**src/sv/phbp_pkg.sv**
```systemverilog
// Shared types and constants for the pipeline hazard unit with a one-bit
// branch history table. No dependencies.
package phbp_pkg;

  // History table geometry. TABLE_ENTRIES must be a power of two.
  localparam int unsigned TABLE_ENTRIES = 64;
  localparam int unsigned INDEX_LOW_BIT = 4;
  localparam int unsigned IDX_W         = $clog2(TABLE_ENTRIES);

  // Field widths
  localparam int unsigned TYPE_W = 4;
  localparam int unsigned REG_W  = 8;
  localparam int unsigned ADDR_W = 32;

  // Configuration port
  localparam int unsigned PADDR_W = 3;
  localparam int unsigned PDATA_W = 32;
  localparam logic        REG_IDX_MODE = 1'b0;  // paddr[2] selects the register slot

  // Prediction modes
  localparam logic [1:0] MODE_TAKEN = 2'd0;
  localparam logic [1:0] MODE_BHT   = 2'd1;
  localparam logic [1:0] MODE_NONE  = 2'd2;

  typedef enum logic [TYPE_W-1:0] {
    INSTR_NOP     = 4'd0,
    INSTR_RTYPE   = 4'd1,
    INSTR_ITYPE   = 4'd2,
    INSTR_LOAD    = 4'd3,
    INSTR_STORE   = 4'd4,
    INSTR_BRANCH  = 4'd5,
    INSTR_JTYPE   = 4'd6,
    INSTR_JRTYPE  = 4'd7,
    INSTR_SPECIAL = 4'd8
  } instr_e;

  typedef enum logic [1:0] {
    HZ_NONE     = 2'd0,
    HZ_LOAD_USE = 2'd1,
    HZ_CONTROL  = 2'd2
  } hazard_e;

  typedef struct packed {
    logic             en;
    logic [IDX_W-1:0] idx;
  } bht_rd_t;

  typedef struct packed {
    logic             en;
    logic [IDX_W-1:0] idx;
    logic             taken;
  } bht_wr_t;

  typedef struct packed {
    logic valid;
    logic taken;
  } bht_entry_t;

endpackage

```
**src/sv/phbp_bht.sv**
```systemverilog
// One-bit branch history table: taken bits in a synchronous memory, valid bits
// in flops. Depends on phbp_pkg.
module phbp_bht (
  input  logic                 clk_i,
  input  logic                 rst_ni,
  input  phbp_pkg::bht_rd_t    rd_i,
  input  phbp_pkg::bht_wr_t    wr_i,
  output phbp_pkg::bht_entry_t entry_o
);
  import phbp_pkg::*;

  logic                     mem_q [TABLE_ENTRIES];
  logic [TABLE_ENTRIES-1:0] vld_q;
  logic                     rd_taken_q;
  logic                     rd_vld_q;
  logic                     fwd_hit_q;
  logic                     fwd_taken_q;

  // taken-bit storage, one write and one registered read
  always_ff @(posedge clk_i) begin
    if (wr_i.en) begin
      mem_q[wr_i.idx] <= wr_i.taken;
    end
    if (rd_i.en) begin
      rd_taken_q  <= mem_q[rd_i.idx];
      fwd_taken_q <= wr_i.taken;
    end
  end

  // valid bits and read-side control
  always_ff @(posedge clk_i or negedge rst_ni) begin
    if (!rst_ni) begin
      vld_q     <= '0;
      rd_vld_q  <= 1'b0;
      fwd_hit_q <= 1'b0;
    end else begin
      if (wr_i.en) begin
        vld_q[wr_i.idx] <= 1'b1;
      end
      if (rd_i.en) begin
        rd_vld_q  <= vld_q[rd_i.idx];
        // same-cycle write to the entry being read: bypass the new value
        fwd_hit_q <= wr_i.en && (wr_i.idx == rd_i.idx);
      end
    end
  end

  assign entry_o.valid = fwd_hit_q | rd_vld_q;
  assign entry_o.taken = fwd_hit_q ? fwd_taken_q : rd_taken_q;

endmodule

```
**src/sv/pipeline_hazard_and_branch_predictor.sv**
```systemverilog
// Pipeline hazard unit with a one-bit branch history table: top level.
// A result is registered in the output stage, or in the skid stage while the output is stalled.
// Throughput: one beat per cycle while the skid stage is empty; the table read for an
// instruction is issued when its predecessor is accepted, so the BHT port never holds input.
// Reset: mode 0, no predecessor, all table entries invalid at once (valid bits
// live in flops), output and skid stages empty. Depends on phbp_pkg, phbp_bht.
module pipeline_hazard_and_branch_predictor (
  input  logic                           clk_i,
  input  logic                           rst_ni,
  // APB configuration port
  input  logic                           psel,
  input  logic                           penable,
  input  logic                           pwrite,
  input  logic [phbp_pkg::PADDR_W-1:0]   paddr,
  input  logic [phbp_pkg::PDATA_W-1:0]   pwdata,
  output logic [phbp_pkg::PDATA_W-1:0]   prdata,
  output logic                           pready,
  // instruction channel
  input  logic                           in_valid_i,
  output logic                           in_stall_o,
  input  logic [phbp_pkg::TYPE_W-1:0]    instr_type_i,
  input  logic [phbp_pkg::REG_W-1:0]     src_reg_a_i,
  input  logic [phbp_pkg::REG_W-1:0]     src_reg_b_i,
  input  logic [phbp_pkg::REG_W-1:0]     dest_reg_i,
  input  logic [phbp_pkg::ADDR_W-1:0]    pc_i,
  input  logic [phbp_pkg::ADDR_W-1:0]    target_addr_i,
  // result channel
  output logic                           out_valid_o,
  input  logic                           out_stall_i,
  output logic                           insert_bubble_o,
  output logic [1:0]                     hazard_kind_o,
  output logic                           prev_branch_taken_o
);
  import phbp_pkg::*;

  typedef struct packed {
    logic    bubble;
    hazard_e kind;
    logic    taken;
  } result_t;

  // ---------------------------------------------------------------------------
  // Configuration register
  // ---------------------------------------------------------------------------
  logic [1:0] mode_q;
  logic       cfg_wr;

  assign pready = 1'b1;
  assign cfg_wr = psel && penable && pwrite && (paddr[2] == REG_IDX_MODE);

  always_ff @(posedge clk_i or negedge rst_ni) begin
    if (!rst_ni) begin
      mode_q <= MODE_TAKEN;
    end else if (cfg_wr) begin
      mode_q <= pwdata[1:0];
    end
  end

  always_comb begin
    prdata = '0;
    if (paddr[2] == REG_IDX_MODE) begin
      prdata = {{(PDATA_W-2){1'b0}}, mode_q};
    end
  end

  // ---------------------------------------------------------------------------
  // Handshake: output register plus one skid stage. Input stalls only when the
  // skid stage holds a beat, so a waiting result never blocks acceptance.
  // ---------------------------------------------------------------------------
  logic    in_acc;
  logic    out_valid_q, skid_valid_q;
  result_t out_q, skid_q, res;

  assign in_stall_o = skid_valid_q;
  assign in_acc     = in_valid_i && !skid_valid_q;

  // ---------------------------------------------------------------------------
  // Predecessor state
  // ---------------------------------------------------------------------------
  logic               prev_present_q;
  instr_e             prev_kind_q;
  logic [REG_W-1:0]   prev_dest_q;
  logic [ADDR_W-1:0]  prev_target_q;

  always_ff @(posedge clk_i or negedge rst_ni) begin
    if (!rst_ni) begin
      prev_present_q <= 1'b0;
      prev_kind_q    <= INSTR_NOP;
    end else if (in_acc) begin
      prev_present_q <= 1'b1;
      prev_kind_q    <= instr_e'(instr_type_i);
    end
  end

  always_ff @(posedge clk_i) begin
    if (in_acc) begin
      prev_dest_q   <= dest_reg_i;
      prev_target_q <= target_addr_i;
    end
  end

  // ---------------------------------------------------------------------------
  // History table. The read for the next instruction is launched with this
  // beat using its own target, so the entry is ready when the successor comes.
  // The successor's update writes the same entry only after it has been used.
  // ---------------------------------------------------------------------------
  bht_rd_t    bht_rd;
  bht_wr_t    bht_wr;
  bht_entry_t bht_entry;

  logic prev_ctrl, taken, use_a, use_b, conflict, predicted;

  assign bht_rd.en  = in_acc;
  assign bht_rd.idx = target_addr_i[INDEX_LOW_BIT +: IDX_W];

  assign bht_wr.en    = in_acc && prev_present_q && prev_ctrl && (mode_q == MODE_BHT);
  assign bht_wr.idx   = prev_target_q[INDEX_LOW_BIT +: IDX_W];
  assign bht_wr.taken = taken;

  phbp_bht u_bht (
    .clk_i   (clk_i),
    .rst_ni  (rst_ni),
    .rd_i    (bht_rd),
    .wr_i    (bht_wr),
    .entry_o (bht_entry)
  );

  // ---------------------------------------------------------------------------
  // Hazard decision for the incoming beat
  // ---------------------------------------------------------------------------
  always_comb begin
    use_a = 1'b0;
    use_b = 1'b0;
    case (instr_e'(instr_type_i))
      INSTR_RTYPE, INSTR_STORE, INSTR_BRANCH: begin
        use_a = 1'b1;
        use_b = 1'b1;
      end
      INSTR_ITYPE, INSTR_LOAD, INSTR_JRTYPE: begin
        use_a = 1'b1;
      end
      default: begin
        use_a = 1'b0;
      end
    endcase
  end

  assign conflict  = (use_a && (src_reg_a_i == prev_dest_q)) ||
                     (use_b && (src_reg_b_i == prev_dest_q));
  assign prev_ctrl = (prev_kind_q == INSTR_BRANCH) || (prev_kind_q == INSTR_JTYPE) ||
                     (prev_kind_q == INSTR_JRTYPE);
  assign taken     = (pc_i == prev_target_q);
  // invalid entry predicts not-taken
  assign predicted = bht_entry.valid && bht_entry.taken;

  always_comb begin
    res = '{bubble: 1'b0, kind: HZ_NONE, taken: 1'b0};
    if (prev_present_q) begin
      if (prev_kind_q == INSTR_LOAD) begin
        if (conflict) begin
          res.bubble = 1'b1;
          res.kind   = HZ_LOAD_USE;
        end
      end else if (prev_ctrl) begin
        res.taken = taken;
        case (mode_q)
          MODE_TAKEN: begin
            if (taken) begin
              res.bubble = 1'b1;
              res.kind   = HZ_CONTROL;
            end
          end
          MODE_BHT: begin
            if (predicted != taken) begin
              res.bubble = 1'b1;
              res.kind   = HZ_CONTROL;
            end
          end
          default: begin
            // no control bubbles
            res.bubble = 1'b0;
          end
        endcase
      end
    end
  end

  // ---------------------------------------------------------------------------
  // Output and skid stages
  // ---------------------------------------------------------------------------
  always_ff @(posedge clk_i or negedge rst_ni) begin
    if (!rst_ni) begin
      out_valid_q  <= 1'b0;
      skid_valid_q <= 1'b0;
    end else if (!out_valid_q || !out_stall_i) begin
      out_valid_q  <= skid_valid_q || in_acc;
      skid_valid_q <= 1'b0;
    end else if (in_acc) begin
      skid_valid_q <= 1'b1;
    end
  end

  always_ff @(posedge clk_i) begin
    if (!out_valid_q || !out_stall_i) begin
      out_q <= skid_valid_q ? skid_q : res;
    end else if (in_acc) begin
      skid_q <= res;
    end
  end

  assign out_valid_o         = out_valid_q;
  assign insert_bubble_o     = out_q.bubble;
  assign hazard_kind_o       = out_q.kind;
  assign prev_branch_taken_o = out_q.taken;

  // ---------------------------------------------------------------------------
  // Assertions
  // ---------------------------------------------------------------------------
  a_skid_needs_out: assert property (@(posedge clk_i) disable iff (!rst_ni)
    skid_valid_q |-> out_valid_q)
    else $error("skid stage full while output stage empty");

  a_bubble_kind: assert property (@(posedge clk_i) disable iff (!rst_ni)
    out_valid_o |-> (insert_bubble_o == (hazard_kind_o != HZ_NONE)))
    else $error("bubble flag disagrees with hazard kind");

  a_load_use_not_taken: assert property (@(posedge clk_i) disable iff (!rst_ni)
    (out_valid_o && (hazard_kind_o == HZ_LOAD_USE)) |-> !prev_branch_taken_o)
    else $error("load-use hazard reported with a taken branch");

  a_accept_fills: assert property (@(posedge clk_i) disable iff (!rst_ni)
    in_acc |=> (out_valid_q && prev_present_q))
    else $error("accepted beat produced no result");

  a_bht_write_mode: assert property (@(posedge clk_i) disable iff (!rst_ni)
    bht_wr.en |-> (prev_present_q && (mode_q == MODE_BHT)))
    else $error("history table written outside predictor mode");

endmodule

```
**config.mk**
```make
export PLATFORM = sky130hd
export DESIGN_NAME = pipeline_hazard_and_branch_predictor
export DESIGN_NICKNAME = d
export VERILOG_FILES = /design/src/sv/phbp_pkg.sv /design/src/sv/phbp_bht.sv /design/src/sv/pipeline_hazard_and_branch_predictor.sv
export SDC_FILE = /design/constraint.sdc
export NUM_CORES = 1
export LEC_CHECK = 0
export ABC_AREA = 1
export BUFFER_PORTS_ARGS = -buffer_cell sky130_fd_sc_hd__buf_2
export CORE_MARGIN = 2
export CORE_UTILIZATION = 30
export CTS_BUF_LIST = sky130_fd_sc_hd__clkbuf_4
export DETAILED_ROUTE_END_ITERATION = 6
export SLEW_MARGIN = 20
export SYNTH_ARGS = -nofsm -noshare
export SYNTH_HDL_FRONTEND = slang
export SYNTH_SLANG_ARGS = --single-unit
```
**constraint.sdc**
```tcl
create_clock -name clk_i -period 3 [get_ports clk_i]
set_input_delay 0.3 -clock clk_i [delete_from_list [all_inputs] [get_ports clk_i]]
set_output_delay 0.3 -clock clk_i [all_outputs]
set_load 0.02 [all_outputs]
```
==> impl_metrics.csv <==
group,metric,value,unit
timing,fmaxAchievable,472,MHz
critical_path,cp_max_fo,13,
yosys,ys_types,26,
clock_tree,clkTransAtPathRegs,0.17,ns
yosys,ys_top_cells_by_area,"edfxtp_1, dfrtp_1, nand2_1",
routing,avgViaCountPerCell,4.55,
placement,dp_hpwl,15.4,mm
timing,grt_setup_unrepaired,"no",
cells_and_area,drive_above_1_share,17.7,%
yosys,synth_area,9100,um^2
yosys,synth-seq-cells,189,
routing,drc,0,
timing,hold_viol,0,
critical_path,path_delay_family,"buffers and inverters",
clock_tree,cts_root_buf,"clkbuf_4",
timing,min_period_over_period,70.5,%
pwr,leakage,5.12,nW
critical_path,crit_arrival,2.41,ns
yosys,yosys.area.top_type,"edfxtp_1",
timing,setup_viol,0,
yosys,yosysMostFrequentCell,"nand2_1",
yosys,synthTopCellsByCount,"nand2_1, nor2_1, edfxtp_1",
clock_tree,clock-sinks,189,
routing,drt-initial-drc-count,509,
placement,pre_cts_slack,0.902,ns
yosys,netlist_instances,1030,
die,start_util,30.5,%
cells_and_area,ff_latch_area,5300,um^2
routing,antenna_left,0,
timing,layout_setup_ws,0.884,ns
die,ios,173,
grt,grt_pass1_wl,36.5,mm
routing,wl_per_cell,14.4,um
timing,holdWs,0.0383,ns
pwr,peakVddDrop,0.000252,V
critical_path,worst_setup_path_start_kind,"flop",
cells_and_area,syn2layout_area_growth,18.0,%
timing,worstMarginPinSlew,0.779,ns
grt,grt_pass1_vias,7129,
critical_path,path_class,"reg -> reg",
routing,wl,23.0,mm
critical_path,critPathRequiredTime,3.30,ns
yosys,synthFlopType,"edfxtp_1",
critical_path,worstPathCellList,"inv_1 > nand2_1 > buf_4 > nor4_4 > buf_4 > nand4_1 > buf_4 > nor2_1",
clock_tree,cts_hold_buffers,43,
yosys,avgSynthCellArea,8.84,um^2
clock_tree,clock_latency,0.59,ns
cells_and_area,fillers,3051,
clock_tree,numCtsBuffers,17,
placement,port_buffers,109,
grt,overflow,0,
yosys,yosysSeqAreaShare,58.2,%
critical_path,crit_path_frequent_cell,"buf_4",
pwr,powerDensity,455,nW/um^2
timing,clock_skew,0.0296,ns
worst_hold_path,min_path_type,"in -> reg",
critical_path,end_kind,"flop",
die,dieArea,31800,um^2
timing,min_period,2.12,ns
cells_and_area,multi_input_area,3150,um^2
clock_tree,ctsResizeCount,0,
timing,slew_violations,0,
grt,antenna_found_initial,6,
yosys,synth-edff-count,114,
die,rows,63,
yosys,synth.top_cell.area_share,37.6,%
outcome,outcome,"complete, no violations",
critical_path,critPathSlowestCell,"dfrtp_1",
grt,grtUsageTotal,15.0,%
critical_path,critPathBufInv,4,
placement,gp_congestion,0.821,
critical_path,slowest_delay,0.46,ns
cells_and_area,post-route-util,36.1,%
routing,drt_first_pass_iters,5,
die,die_h,178,um
routing,vias,7240,
timing,relSlewSlack,48.0,%
cells_and_area,nets,1316,
clock_tree,cts_setup_buffers,0,
timing,setup_tns,0,ns
die,core_area,29800,um^2
clock_tree,cts_max_path_buffers,2,
yosys,yosys_warnings,0,
clock_tree,htree_levels,4,
clock_tree,cts_tree,"built",
flow_run,drv_cap,0,
die,chipWidth,178,um
grt,grt_max_degree,68,
yosys,async_reset_ff_share,39.7,%
[metrics by stage]
stage	area (um^2)	power, mW	instances
after floorplan	9210	3.32	1059
after global placement	10000	3.51	1510
after detailed placement	10000	3.52	1510
after CTS	10700	4.93	1585
after global routing	10700	5.11	1591
final	10700	4.89	1591
[kinds of logic (layout without fill, tap and decap cells)]
logic type                count (synthesis)  in the layout  share of synthesized area (%)
AOI/OAI and AO/OA                        78             78                           4.76
xor gates and xnor gates                 15             15                           1.44
buffers and inverters                   169            305                           8.41
DFF                                     189            189                           58.2
other                                     2             37                         0.0825
and+or+nand+nor                         577            577                           27.1
[worst paths after layout]
path	start	end	slack, ns	cells past startpoint
worst max-delay path	in_stall_o	u_bht.mem_q[55]	0.88	8
worst min-delay path	pwrite	mode_q[0]	0.04	3
worst max register to register	in_stall_o	u_bht.mem_q[55]	0.88	8
worst min register to register	u_bht.vld_q[56]	u_bht.vld_q[56]	0.48	2
max in group asynchronous	rst_ni	u_bht.vld_q[54]	2.05	3
min in group asynchronous	rst_ni	u_bht.vld_q[4]	0.22	2
[worst register-to-register path, stage by stage (launching register included)]
cell	delay [ns]
dfrtp_1	0.46
inv_1	0.15
nand2_1	0.06
buf_4	0.18
nor4_4	0.23
buf_4	0.27
nand4_1	0.17
buf_4	0.21
nor2_1	0.11
[cell type report]
class / count / area share, %
antenna: 6 / 0.140
clock buffer: 18 / 1.26
clock inverter: 14 / 1.26
inverter: 107 / 3.74
multi-input combinational: 701 / 29.3
sequential: 189 / 49.3
tap: 390 / 4.54
timing repair buffer: 166 / 10.4
[sequential cells by signal, summed over array words and instances, names as in the netlist]
register and cells:
hazard_kind_o 2, in_stall_o 1, insert_bubble_o 1, mode_q 2, out_valid_o 1, prev_branch_taken_o 1, prev_dest_q 8, prev_kind_q 4
prev_present_q 1, prev_target_q 32, skid_q 4, u_bht.fwd_hit_q 1, u_bht.fwd_taken_q 1, u_bht.mem_q 64, u_bht.rd_taken_q 1, u_bht.rd_vld_q 1
u_bht.vld_q 64
[report_power, final]
group	leakage [nW]	internal, mW	switching, mW
logic	2.74	0.230	0.395
registers	2.24	2.83	0.0499
clock network	0.140	0.435	0.940
[cell usage in the layout (no fill, tap or decap), drive strengths merged]
cell type    instances
o21ai               44
nor2               147
inv                110
clkinv               7
nor4                 2
nand2              272
edfxtp             114
xor2                 6
a21oi                9
o211ai               1
clkinvlp             3
nand3               73
diode                6
and2                 3
xnor2                9
dlygate4sd3         43
nor3                16
nand4                9
o21bai               8
bufinv               1
or2                 55
o22ai               16
conb                31
dfrtp               75
clkbuf              18
buf                123
[routing by layer]
metal,global-route usage (%),vias up,part of all wire [%]
met5,0,-,0
met4,5.39,0,2.5
met3,2.30,32,5.2
met2,25.8,232,49
met1,19.2,3417,44
li1,-,3559,-
No activity file was read; power rests on OpenSTA's default activity.
